$ cat src/hw/rtl/tga_pkg.sv
// Shared types, constants and helper functions for the TGA pixel decoder.
package tga_pkg;

  localparam int CountWidth = 32;
  localparam logic [CountWidth-1:0] CountMax = '1;

  localparam logic [7:0] HdrRunMask   = 8'h7F;
  localparam logic [7:0] HdrRepeatBit = 8'h80;

  typedef enum logic [1:0] {
    REG_COMPRESSED_MODE = 2'd0,
    REG_BPP_CODE        = 2'd1,
    REG_TOTAL_PIXELS    = 2'd2
  } cfg_reg_t;

  typedef enum logic [1:0] {
    BPP_GREY = 2'd0,
    BPP_BGR  = 2'd1,
    BPP_BGRA = 2'd2
  } bpp_code_t;

  typedef struct packed {
    logic in_ready;
    logic accept;
    logic calc;
    logic emit;
  } tga_cmd_t;

  typedef struct packed {
    logic pixel_complete;
    logic out_free;
    logic last_result;
  } tga_status_t;

  // Bytes per pixel for a size code; unused code behaves like four bytes.
  function automatic logic [2:0] pixel_size(input logic [1:0] code);
    logic [2:0] size;
    case (code)
      BPP_GREY: size = 3'd1;
      BPP_BGR:  size = 3'd3;
      default:  size = 3'd4;
    endcase
    return size;
  endfunction

  // Swap BGR(A) into RGB(A); grey keeps the low byte only.
  function automatic logic [31:0] reorder_pixel(input logic [31:0] raw,
                                                input logic [2:0] size);
    logic [31:0] pix;
    if (size == 3'd1) begin
      pix = {24'd0, raw[7:0]};
    end else begin
      pix = {(size == 3'd4) ? raw[31:24] : 8'd0, raw[7:0], raw[15:8], raw[23:16]};
    end
    return pix;
  endfunction

endpackage

$ cat src/hw/rtl/tga_in_if.sv
// Input byte channel.
interface tga_in_if;
  logic       valid;
  logic       ready;
  logic [7:0] data_byte;
  logic       start_of_image;

  modport source (output valid, output data_byte, output start_of_image, input ready);
  modport sink (input valid, input data_byte, input start_of_image, output ready);
endinterface

$ cat src/hw/rtl/tga_out_if.sv
// Pixel result channel.
interface tga_out_if;
  logic        valid;
  logic        ready;
  logic [31:0] pixel_first;
  logic [31:0] pixel_second;
  logic [1:0]  pixel_count;
  logic        run_last;
  logic        image_end;
  logic        overrun;

  modport source (output valid, output pixel_first, output pixel_second,
                  output pixel_count, output run_last, output image_end,
                  output overrun, input ready);
  modport sink (input valid, input pixel_first, input pixel_second,
                input pixel_count, input run_last, input image_end,
                input overrun, output ready);
endinterface

$ cat src/hw/rtl/tga_cfg_if.sv
// Configuration write channel.
interface tga_cfg_if;
  logic        valid;
  logic        ready;
  logic [1:0]  index;
  logic [31:0] data;

  modport source (output valid, output index, output data, input ready);
  modport sink (input valid, input index, input data, output ready);
endinterface

$ cat src/hw/rtl/tga_ctrl.sv
// Controller state machine: byte intake, room calculation, result emission.
module tga_ctrl
  import tga_pkg::*;
(
  input  logic        clk,
  input  logic        rst,
  input  logic        in_valid,
  input  tga_status_t status,
  output tga_cmd_t    cmd
);

  typedef enum logic [2:0] {
    ST_IDLE = 3'b001,
    ST_CALC = 3'b010,
    ST_EMIT = 3'b100
  } state_t;

  state_t state;
  state_t state_next;

  always_comb begin
    cmd = '0;
    state_next = state;
    case (state)
      ST_IDLE: begin
        cmd.in_ready = 1'b1;
        if (in_valid) begin
          cmd.accept = 1'b1;
          if (status.pixel_complete) state_next = ST_CALC;
        end
      end
      ST_CALC: begin
        cmd.calc = 1'b1;
        state_next = ST_EMIT;
      end
      ST_EMIT: begin
        if (status.out_free) begin
          cmd.emit = 1'b1;
          if (status.last_result) state_next = ST_IDLE;
        end
      end
      default: state_next = ST_IDLE;
    endcase
  end

  always_ff @(posedge clk) begin
    if (rst) begin
      state <= ST_IDLE;
    end else begin
      state <= state_next;
    end
  end

endmodule

$ cat src/hw/rtl/tga_dp.sv
// Datapath: config registers, packet state, pixel assembly, counting, output register.
module tga_dp
  import tga_pkg::*;
(
  input  logic        clk,
  input  logic        rst,
  input  tga_cmd_t    cmd,
  output tga_status_t status,
  input  logic [7:0]  in_byte,
  input  logic        in_start,
  tga_cfg_if.sink     cfg,
  tga_out_if.source   pixels
);

  // Configuration
  logic                  compressed_mode;
  logic [1:0]            bpp_code;
  logic [31:0]           total_pixels;

  // Packet and pixel state
  logic                  expect_header;
  logic                  packet_is_repeat;
  logic [7:0]            run_remaining;
  logic [1:0]            byte_in_pixel;
  logic [31:0]           pixel_assembly;
  logic [CountWidth-1:0] pixels_done;

  // Pending emission
  logic [31:0]           emit_pixel;
  logic [7:0]            emit_count;
  logic [7:0]            kept;
  logic                  emit_overrun;

  // Output register
  logic                  out_valid;
  logic [31:0]           out_first;
  logic [31:0]           out_second;
  logic [1:0]            out_count;
  logic                  out_run_last;
  logic                  out_image_end;
  logic                  out_overrun;

  logic [CountWidth-1:0] total_eff;
  logic [2:0]            size;

  // Accept-time view of state after an optional start-of-image clear
  logic                  eh_cur;
  logic                  rep_cur;
  logic [7:0]            rr_cur;
  logic [1:0]            bip_cur;
  logic [31:0]           asm_cur;

  logic                  is_header;
  logic [31:0]           asm_new;
  logic [1:0]            bip_inc;
  logic                  complete;
  logic [7:0]            rr_one;

  logic                  eh_next;
  logic                  rep_next;
  logic [7:0]            rr_next;
  logic [1:0]            bip_next;
  logic [31:0]           asm_next;
  logic [7:0]            count_next;

  logic [CountWidth-1:0] room;
  logic [7:0]            kept_calc;

  logic [1:0]            take;
  logic [7:0]            kept_rem;
  logic [CountWidth-1:0] done_inc;

  assign total_eff = (total_pixels >= 32'(CountMax)) ? CountMax
                                                     : total_pixels[CountWidth-1:0];
  assign size = pixel_size(bpp_code);

  assign cfg.ready = 1'b1;

  always_comb begin
    eh_cur  = in_start ? 1'b1   : expect_header;
    rep_cur = in_start ? 1'b0   : packet_is_repeat;
    rr_cur  = in_start ? 8'd0   : run_remaining;
    bip_cur = in_start ? 2'd0   : byte_in_pixel;
    asm_cur = in_start ? 32'd0  : pixel_assembly;

    is_header = compressed_mode && eh_cur;
    asm_new   = asm_cur | ({24'd0, in_byte} << {bip_cur, 3'd0});
    bip_inc   = bip_cur + 2'd1;
    complete  = !is_header && ((bip_inc == 2'd0) || ({1'b0, bip_inc} >= size));
    rr_one    = (rr_cur == 8'd0) ? 8'd1 : rr_cur;

    eh_next    = eh_cur;
    rep_next   = rep_cur;
    rr_next    = rr_cur;
    bip_next   = bip_inc;
    asm_next   = asm_new;
    count_next = 8'd1;

    if (is_header) begin
      rr_next  = {1'b0, in_byte[6:0] & HdrRunMask[6:0]} + 8'd1;
      rep_next = (in_byte & HdrRepeatBit) != 8'd0;
      eh_next  = 1'b0;
      bip_next = 2'd0;
      asm_next = 32'd0;
    end else if (complete) begin
      bip_next = 2'd0;
      asm_next = 32'd0;
      if (compressed_mode) begin
        if (rep_cur) begin
          count_next = rr_one;
          rr_next    = 8'd0;
          eh_next    = 1'b1;
        end else begin
          rr_next = rr_one - 8'd1;
          eh_next = (rr_one == 8'd1);
        end
      end
    end
  end

  // Room left before the total; clamp the run to it
  assign room = (total_eff > pixels_done) ? (total_eff - pixels_done) : '0;
  assign kept_calc = ({{(CountWidth-8){1'b0}}, emit_count} < room) ? emit_count
                                                                   : room[7:0];

  assign take     = (kept >= 8'd2) ? 2'd2 : 2'd1;
  assign kept_rem = kept - {6'd0, take};
  assign done_inc = pixels_done + {{(CountWidth-2){1'b0}}, take};

  assign status.pixel_complete = complete;
  assign status.out_free       = !out_valid || pixels.ready;
  assign status.last_result    = (kept <= 8'd2);

  always_ff @(posedge clk) begin
    if (rst) begin
      compressed_mode  <= 1'b1;
      bpp_code         <= BPP_BGR;
      total_pixels     <= 32'd1;
      expect_header    <= 1'b1;
      packet_is_repeat <= 1'b0;
      run_remaining    <= 8'd0;
      byte_in_pixel    <= 2'd0;
      pixel_assembly   <= 32'd0;
      pixels_done      <= '0;
      out_valid        <= 1'b0;
    end else begin
      if (cfg.valid) begin
        case (cfg.index)
          REG_COMPRESSED_MODE: compressed_mode <= cfg.data[0];
          REG_BPP_CODE:        bpp_code        <= cfg.data[1:0];
          REG_TOTAL_PIXELS:    total_pixels    <= cfg.data;
          default: ;
        endcase
      end

      if (cmd.accept) begin
        expect_header    <= eh_next;
        packet_is_repeat <= rep_next;
        run_remaining    <= rr_next;
        byte_in_pixel    <= bip_next;
        pixel_assembly   <= asm_next;
        if (in_start) pixels_done <= '0;
      end

      if (cmd.emit) begin
        out_valid <= 1'b1;
        if (kept != 8'd0) pixels_done <= done_inc;
      end else if (pixels.ready) begin
        out_valid <= 1'b0;
      end
    end
  end

  always_ff @(posedge clk) begin
    if (cmd.accept && complete) begin
      emit_pixel <= reorder_pixel(asm_new, size);
      emit_count <= count_next;
    end
    if (cmd.calc) begin
      kept         <= kept_calc;
      emit_overrun <= kept_calc < emit_count;
    end
    if (cmd.emit) begin
      if (kept == 8'd0) begin
        // No room left: one empty result flags the drop
        out_first     <= 32'd0;
        out_second    <= 32'd0;
        out_count     <= 2'd0;
        out_run_last  <= 1'b1;
        out_image_end <= pixels_done >= total_eff;
        out_overrun   <= 1'b1;
      end else begin
        kept          <= kept_rem;
        out_first     <= emit_pixel;
        out_second    <= (take == 2'd2) ? emit_pixel : 32'd0;
        out_count     <= take;
        out_run_last  <= (kept_rem == 8'd0);
        out_image_end <= done_inc >= total_eff;
        out_overrun   <= emit_overrun;
      end
    end
  end

  assign pixels.valid        = out_valid;
  assign pixels.pixel_first  = out_first;
  assign pixels.pixel_second = out_second;
  assign pixels.pixel_count  = out_count;
  assign pixels.run_last     = out_run_last;
  assign pixels.image_end    = out_image_end;
  assign pixels.overrun      = out_overrun;

endmodule

$ cat src/hw/rtl/tga_rle_pixel_decoder.sv
// Top level of the TGA image-data pixel decoder.
//
// Channels: "data" takes one byte of the TGA image-data section per request,
// with start_of_image marking the first byte of a new image (clears counters
// and packet state). "pixels" delivers results of up to two packed pixels
// (R/grey in 7:0, G 15:8, B 23:16, A 31:24). "cfg" writes compressed_mode
// (index 0), bytes_per_pixel_code (index 1) and total_pixels (index 2); it is
// always ready and should be written only while the block is idle.
// Flow: a packet header byte or a byte that does not finish a pixel is only
// taken in. A byte that finishes a pixel is taken in, then checked for room
// against the total, then emitted as results of up to two pixels each, so a
// 128-pixel repeat run gives 64 results. The single result register of the
// datapath lets one result leave per cycle while the receiver takes it.
// A held result does not block intake of the next byte once emission is over;
// while results of a run are still pending, the input is not ready, and a
// stalled receiver simply holds the result register and the run in place.
// Reset (rst, synchronous) restores run-length mode, three-byte BGR pixels,
// a total of one pixel, and clears the packet state and the pixels-done count.
module tga_rle_pixel_decoder
  import tga_pkg::*;
(
  input logic       clk,
  input logic       rst,
  tga_in_if.sink    data,
  tga_out_if.source pixels,
  tga_cfg_if.sink   cfg
);

  tga_cmd_t    cmd;
  tga_status_t status;

  assign data.ready = cmd.in_ready;

  tga_ctrl u_ctrl (
    .clk      (clk),
    .rst      (rst),
    .in_valid (data.valid),
    .status   (status),
    .cmd      (cmd)
  );

  tga_dp u_dp (
    .clk      (clk),
    .rst      (rst),
    .cmd      (cmd),
    .status   (status),
    .in_byte  (data.data_byte),
    .in_start (data.start_of_image),
    .cfg      (cfg),
    .pixels   (pixels)
  );

endmodule

$ cat src/flat_wrapper.sv
// flat-port wrapper written by rule: the top's interface ports become plain ports
module tga_rle_pixel_decoder_flat import tga_pkg::*;
  (clk, rst, data_valid, data_data_byte, data_start_of_image, data_ready, pixels_valid, pixels_pixel_first, pixels_pixel_second, pixels_pixel_count, pixels_run_last, pixels_image_end, pixels_overrun, pixels_ready, cfg_valid, cfg_index, cfg_data, cfg_ready);
  tga_in_if data_i ();
  tga_out_if pixels_i ();
  tga_cfg_if cfg_i ();
  input logic clk;
  input logic rst;
  input wire logic [$bits(data_i.valid)-1:0] data_valid;
  input wire logic [$bits(data_i.data_byte)-1:0] data_data_byte;
  input wire logic [$bits(data_i.start_of_image)-1:0] data_start_of_image;
  output wire logic [$bits(data_i.ready)-1:0] data_ready;
  output wire logic [$bits(pixels_i.valid)-1:0] pixels_valid;
  output wire logic [$bits(pixels_i.pixel_first)-1:0] pixels_pixel_first;
  output wire logic [$bits(pixels_i.pixel_second)-1:0] pixels_pixel_second;
  output wire logic [$bits(pixels_i.pixel_count)-1:0] pixels_pixel_count;
  output wire logic [$bits(pixels_i.run_last)-1:0] pixels_run_last;
  output wire logic [$bits(pixels_i.image_end)-1:0] pixels_image_end;
  output wire logic [$bits(pixels_i.overrun)-1:0] pixels_overrun;
  input wire logic [$bits(pixels_i.ready)-1:0] pixels_ready;
  input wire logic [$bits(cfg_i.valid)-1:0] cfg_valid;
  input wire logic [$bits(cfg_i.index)-1:0] cfg_index;
  input wire logic [$bits(cfg_i.data)-1:0] cfg_data;
  output wire logic [$bits(cfg_i.ready)-1:0] cfg_ready;
  assign data_i.valid = data_valid;
  assign data_i.data_byte = data_data_byte;
  assign data_i.start_of_image = data_start_of_image;
  assign data_ready = data_i.ready;
  assign pixels_valid = pixels_i.valid;
  assign pixels_pixel_first = pixels_i.pixel_first;
  assign pixels_pixel_second = pixels_i.pixel_second;
  assign pixels_pixel_count = pixels_i.pixel_count;
  assign pixels_run_last = pixels_i.run_last;
  assign pixels_image_end = pixels_i.image_end;
  assign pixels_overrun = pixels_i.overrun;
  assign pixels_i.ready = pixels_ready;
  assign cfg_i.valid = cfg_valid;
  assign cfg_i.index = cfg_index;
  assign cfg_i.data = cfg_data;
  assign cfg_ready = cfg_i.ready;
  tga_rle_pixel_decoder u_core (.clk(clk), .rst(rst), .data(data_i), .pixels(pixels_i), .cfg(cfg_i));
endmodule
$ cat config.mk
export PLATFORM = sky130hd
export DESIGN_NAME = tga_rle_pixel_decoder_flat
export DESIGN_NICKNAME = d
export VERILOG_FILES = /design/src/hw/rtl/tga_pkg.sv /design/src/hw/rtl/tga_in_if.sv /design/src/hw/rtl/tga_out_if.sv /design/src/hw/rtl/tga_cfg_if.sv /design/src/hw/rtl/tga_ctrl.sv /design/src/hw/rtl/tga_dp.sv /design/src/hw/rtl/tga_rle_pixel_decoder.sv /design/src/flat_wrapper.sv
export SDC_FILE = /design/constraint.sdc
export NUM_CORES = 1
export LEC_CHECK = 0
export ABC_AREA = 1
export BUFFER_PORTS_ARGS = -buffer_cell sky130_fd_sc_hd__buf_2
export CORE_MARGIN = 1.5
export CORE_UTILIZATION = 25
export DETAILED_ROUTE_END_ITERATION = 10
export PLACE_DENSITY = 0.39
export SLEW_MARGIN = 20
export SYNTH_ARGS = -nofsm -noshare
export SYNTH_HDL_FRONTEND = slang
export SYNTH_SLANG_ARGS = --single-unit
$ cat constraint.sdc
create_clock -name clk -period 10.7 [get_ports clk]
set_input_delay 2.14 -clock clk [delete_from_list [all_inputs] [get_ports clk]]
set_output_delay 2.14 -clock clk [all_outputs]
set_load 0.01 [all_outputs]
* After elaboration in Yosys (flattened, before gate mapping)
Cells that the tools add are included.
Operators by class: bitwise operators 6, divide/modulo/power cells 0, magnitude comparators 9, multiply operators 0, add/sub/neg operators 6, equality and inequality tests 14, reductions and logical operators 22, multiplexer cells 45, shift operators 1
Operators with widths (number):
- two-way mux 32 bit | 9
- two-way mux 8 bit | 11
- greater-or-equal comparator 32 bit | 2
- adder 32 x 2 -> 32 bit | 1
- greater-or-equal comparator 32 bit (second input constant) | 1
- > comparator 32 bit | 1
- less-than comparator 8 x 32 -> 1 bit | 1
- bitwise OR 32 bit | 1
- left shift 8 x 5 -> 32 bit | 1
- subtractor 32 bit | 1
- zero test 8 bit | 3
- two-way mux 1 bit | 14
- two-way mux 3 bit | 4
- two-way mux 2 bit | 5
- case mux 3 bit (3 select lines) | 1
- adder 7 x 1 -> 8 bit (second input constant) | 1
- equality test 8 x 1 -> 1 bit (second input constant) | 1
- greater-or-equal comparator 8 x 2 -> 1 bit (second input constant) | 1
- <= comparator 8 x 2 -> 1 bit (second input constant) | 1
- less-than comparator 8 bit | 1
- nonzero test 8 bit | 1
- subtractor 8 x 1 -> 8 bit (second input constant) | 1
- subtractor 8 x 2 -> 8 bit | 1
- equality test 3 x 1 -> 1 bit (second input constant) | 2
- 19 further kinds | 37
Storage, ports and cells: memory bits (writable) 0, bits in read-only memories 0, output and inout port bits 72, latch bits 0, flip-flop bits (word level) 233, input port bits 48, word-level logic and storage cells 126, memories kept 0

* Logic depth before layout (Yosys ltp)
depth in word-level cells 9, depth in mapped cells 32, depth with buffers taken out 31

* Cells and area by module
A second synthesis with hierarchy kept.
Second synthesis, totals: cells, all modules 2007, area, all modules 14367.5 um^2
By module, submodules not included:
- tga_dp | area an instance 14204.9 um^2, cells an instance 1982, seq. area each 5705.5 um^2, instances 1
- tga_ctrl | area an instance 162.7 um^2, cells an instance 25, seq. area each 60.1 um^2, instances 1

* Least setup slack after synthesis
Ideal clock, no wire load.
path type in2reg, start point input port data_start_of_image, end point register u_core.u_dp.emit_count[0], enable pin, data arrival time 5.200 ns, setup slack 5.062 ns, setup time 0.437 ns, data required time 10.263 ns, buffers on the path 2, stages on the path 9, cell sequence clkbuf_1 -> nor2_1 -> clkbuf_1 -> ha_1 -> ha_1 -> a21oi_1 -> nor2_1 -> nor2_1 -> nor2_1
Between the ends: word-level cells in the longest chain between the ends 6, elaborated cells on any way between the ends 10, classes of those cells add/sub (1); order compare (1); mux (2); reduce/logical (6)
Ends and longest elaborated chain:
- start: declaration | RTL line flat_wrapper.sv:11 | input wire logic [$bits(data_i.start_of_image)-1:0] data_start_of_image;
- two-way mux 2 bit | RTL line tga_dp.sv:83 | bip_cur = in_start ? 2'd0 : byte_in_pixel;
- adder 2 x 1 -> 2 bit | RTL line tga_dp.sv:88 | bip_inc = bip_cur + 2'd1;
- greater-or-equal comparator 2 x 3 -> 1 bit / zero test 2 bit (equally long branches) | RTL line tga_dp.sv:89 | complete = !is_header && ((bip_inc == 2'd0) || ({1'b0, bip_inc} >= size));
- logical OR 1 bit | RTL line tga_dp.sv:89
- logical AND 1 bit (*) | RTL line tga_dp.sv:89
- logical AND 1 bit (*) | RTL line tga_dp.sv:175 | if (cmd.accept && complete) begin
- end signal: assignment | RTL line tga_dp.sv:177 | emit_count <= count_next;
- end: declaration | RTL line tga_dp.sv:30 | logic [7:0] emit_count;
Mark *: on every way between the ends. The rest lies on a longest branch, timed or not. A chain may end at the register's enable or synchronous reset.

* Worst setup path in the final report
start point register u_core.u_dp.kept[4], end point register u_core.u_dp.out_image_end, in the netlist u_core.u_dp.pixels.image_end, data pin
Between the ends: word-level cells in the longest chain between the ends 5, elaborated cells on any way between the ends 6, classes of those cells add/sub (1); order compare (2); mux (2); reduce/logical (1)
Ends and longest elaborated chain:
- start: declaration | RTL line tga_dp.sv:31 | logic [7:0] kept;
- start signal: assignment | RTL line tga_dp.sv:180 | kept <= kept_calc;
- start signal: assignment | RTL line tga_dp.sv:193 | kept <= kept_rem;
- greater-or-equal comparator 8 x 2 -> 1 bit | RTL line tga_dp.sv:126 | assign take = (kept >= 8'd2) ? 2'd2 : 2'd1;
- two-way mux 2 bit | RTL line tga_dp.sv:126
- adder 32 x 2 -> 32 bit | RTL line tga_dp.sv:128 | assign done_inc = pixels_done + {{(CountWidth-2){1'b0}}, take};
- greater-or-equal comparator 32 bit | RTL line tga_dp.sv:198 | out_image_end <= done_inc >= total_eff;
- two-way mux 1 bit (*) | RTL line tga_dp.sv:184 | if (kept == 8'd0) begin
- end signal: assignment | RTL line tga_dp.sv:190 | out_image_end <= pixels_done >= total_eff;
- end signal: assignment | RTL line tga_dp.sv:198
- end: declaration | RTL line tga_dp.sv:40 | logic out_image_end;
Marked as above.

==> metrics.md <==
| Metric | Value |
|---|---|
| Mapped Area | between 10000 and 15000 um2 |
| Ranking of synthesized cells by area | edfxtp_1 23%, dfxtp_1 17%, nand2_1 11% |
| Mux share of post-synthesis cell area | 0% |
| GRT Overall Usage | ~14% |
| R2R depth | 29 |
| Synth Area in Compound Gates | between 10% and 20% |
| Highest clock rate | 193 MHz |
| Final Wtd Congestion | a little over 0.8 |
| FF-to-FF End | u_core.u_dp.pixels.image_end$_DFFE_PP_ |
| Slew headroom | about 40% |
| Post-DRT Antenna Nets | 0 |
| Die width | 241 um |
| Static Leak | 0.00744 uW |
| EDFF count, synth | 110 |
| # H-tree levels | 1 |
| Power, Total | 2390 uW |
| Fillers | between 6000 and 7000 |
| GRT met3 Usage | about 1.9% |
| Clock sinks | 233 |
| Total grt overflow | 0 |
| Initial antenna violation count | 1 |
| Post-Synthesis Cells | between 1500 and 2000 |
| Largest fanout on the critical path | 39 |
| Power Density | roughly 140 nW/um2 |
| Met1 usage in global routing | between 10% and 20% |
| Worst-Margin Slew | 0.899 ns |
| Hold_sp | u_core.u_dp.pixel_assembly[4]$_SDFFE_PP0P_ |
| I/O pin count | 120 |
| Core Rows | 87 |
| Post-CTS Resized | 0 |
| Critical path endpoint | u_core.u_dp.pixels.image_end$_DFFE_PP_ |
| Vias in the first global route | 11800 |
| Footprint of the multi-input gates | between 6000 and 7000 um2 |
| Met2 Usage GRT | between 20% and 30% |
| Largest net degree at the start of global routing | between 60 and 70 |
| Synth Register Bits | ~230 |
| Initial DRC count | 730 |
| Clock Latency Late Sink | around 0.58 ns |
| Max VDD drop | 110 uV |
| Req. time, crit path | 11.01 ns |
| Top post-synthesis cells by count | 435 x nand2_1, 358 x inv_1, 244 x nor2_1 |
| Share of layout cells above drive strength 1 | roughly a tenth |
| Number of library cell types mapped by synthesis | 54 |
| Simple-gate area share of the yosys netlist | 24.0% |
| Post-synth ARST share | 0% |
| DIE AREA | 58300 um2 |
| Run status | completed |
| Hold WS | approximately 0.46 ns |
| Most frequent cell after synthesis | nand2_1 |
| Via density | between 4 and 5 |
| Reg area | around 5800 um2 |
| # nets final | approximately 2200 |
| Crit start category | flip-flop |
| FF-to-FF Start | u_core.u_dp.kept[4]$_DFF_P_ |
| Die H | around 240 um |
| Starting Density | about a quarter |
| Xor and xnor area share after synthesis | between 2 and 2.5% |
| First-pass GRT wire length | 65100 um |
| Max-Cap Viols | 0 |
| CORE AREA | ~56000 um2 |
| Post-CTS Setup Repair Bufs | 0 |
| TritonCTS clock tree | built |
| Crit-path slowest cell | buf_4 |
| Kind of critical path | flip-flop to flip-flop |
| Cell type with the largest total area after synthesis | edfxtp_1 |
| Minimum clock period | 5.18 ns |
| Area grow syn2layout | 16.5% |
| Primary FF master, synth | dfxtp_1 |
| DRT Pass-1 Iters | 5 |
| Residual DRC | 0 |
| Fin Clk Skew | between 0.02 and 0.025 ns |
| Port Buffer Count | between 100 and 150 |
| YS warnings | 0 |
| Largest family of logic cells by synthesized area | simple AND/OR/NAND/NOR gates |
| Via count | ~12000 |
| HPWL after DPL | 31200 um |
| Fin. max-slew vios | 0 |
| Arrival @ worst endpoint | 5.50 ns |
| Most Crowded Layer GR | met2 |
| ANT cells | 0 |
| Seq/Total Area, Yosys | 40.6% |
| # hold bufs at CTS | 0 |
| Worst setup path startpoint | u_core.u_dp.kept[4]$_DFF_P_ |
| Final setup vio count | 0 |
| Net Count, Synth | approximately 2100 |
| Fin crit share | 48.5% |
| Worst-path clk slew | 0.06 ns |
| Routed wire length | 41000 um |
| WL/cell | about 15 um |
| Post-Synth Adder-Cell Area | under 10% |
| CP max stage delay | ~0.44 ns |
| Reg2Reg Setup Slack | around 5.5 ns |
| Final Hold Viols | 0 |
| Max clock buf depth | 3 |
| Syn Area/Cell | 7.22 um2 |
| RSZ-0062 raised after global routing | no |
| Crit. End Element | flip-flop |
| Hold Path Class | flip-flop to flip-flop |
| Final setup TNS | 0 ns |
| Clock Tree Root | clkbuf_16 |
| Share of the synthesized area in the top cell type | between 20 and 25% |
| Cts bufs inserted | 29 |
[per-layer routing]
layer | routed length, um | share of wire [%] | vias to the layer above
met4 | 874 | 2.1 | 2
li1 | - | - | 6426
met2 | 18100 | 44 | 162
met1 | 20500 | 50 | 5600
met5 | 17 | 0.041 | -
met3 | 1510 | 3.7 | 50
[worst max-delay path: cells and delay by family (launching register included)]
kind                       cells  cell delay [ns]
buffers and inverters          4             0.65
AOI/OAI and AO/OA              4             0.53
adders and majority gates      3             0.87
and+or+nand+nor               18             2.53
DFF                            1             0.34
[cell type report]
class / instances / share of cell area, %
Clock buffer: 40 / 5.39
Clock inverter: 13 / 0.808
Inverter: 365 / 8.27
Multi-Input combinational cell: 1283 / 40.8
Sequential cell: 233 / 34.8
Tap cell: 756 / 5.71
Timing Repair Buffer: 132 / 4.20
[cells by family (layout without fill, tap and decap cells)]
logic type,count (synthesis),after routing
and+or+nand+nor,825,825
other,1,1
DFF,233,233
adders and majority gates,91,91
buffers and inverters,454,550
xor gates and xnor gates,35,35
AOI/OAI and AO/OA,331,331
[worst min-delay path by stage]
stage	to	slack (ns)	depth (start not counted)
finish	u_core.u_dp.pixel_assembly[4]$_SDFFE_PP0P_	0.46	2
global route	u_core.u_dp.pixel_assembly[7]$_SDFFE_PP0P_	0.48	2
CTS	u_core.u_dp.pixel_assembly[22]$_SDFFE_PP0P_	0.46	2
detailed placement	u_core.u_dp.pixel_assembly[17]$_SDFFE_PP0P_	0.46	2
global placement	u_core.u_dp.pixel_assembly[29]$_SDFFE_PP0P_	0.45	2
floorplan	u_core.u_dp.pixels_done[31]$_SDFF_PP0_	0.44	2
[per-stage QoR]
step	instance area (um2)	cells	utilization, %	worst slack (ns)
after floorplan	14200	1970	-	5.06
after global placement	15500	2769	27.6	5.22
after detailed placement	15500	2769	27.6	5.14
after CTS	16600	2822	29.4	5.44
after global routing	16600	2822	29.4	4.84
final	16600	2822	29.4	5.52
[placed cells by master (no fill, tap or decap), types with 4 or more instances in the layout]
master     netlist  final
inv_1          358    357
clkbuf_16        0     33
dfxtp_1        123    123
nand3_1         60     60
nor2_2           6      7
a211oi_1         6      6
a21oi_1        166    166
o22ai_1         17     17
clkinv_1         5      8
clkinv_2         0      4
o21ai_0         78     78
nand4_1         22     22
o21ai_1          4      4
xor2_1          27     27
a22oi_1          8      8
a21boi_0         8      8
nor4_1           5      5
nand3b_1         6      6
edfxtp_1       110    110
nor2_1         244    240
nor3_1          30     30
a31oi_1          6      6
nand2_1        435    435
nor2_4           2      5
xnor2_1          8      8
buf_2            5    118
nand2_2          5      5
ha_1            88     88
o21a_1           9      9
clkbuf_8         0      4
o211ai_1        11     11
buf_4            1     14
[report_power, final]
part           internal, uW  switching, uW
Sequential              944           10.8
Combinational           128            263
Clock                   632            412
Total                  1700            685
[registers in the layout (all words and copies together) (netlist names), 2 cells and up]
signal                           count
u_core.u_dp.emit_pixel              32
u_core.u_dp.pixel_assembly          32
u_core.u_dp.pixels.pixel_first      32
u_core.u_dp.pixels.pixel_second     32
u_core.u_dp.pixels_done             32
u_core.u_dp.total_pixels            32
u_core.u_dp.emit_count               8
u_core.u_dp.kept                     8
u_core.u_dp.run_remaining            8
u_core.u_ctrl.state                  3
u_core.u_dp.bpp_code                 2
u_core.u_dp.byte_in_pixel            2
u_core.u_dp.pixels.pixel_count       2
Note: power is estimated with default switching activity, not from simulation.
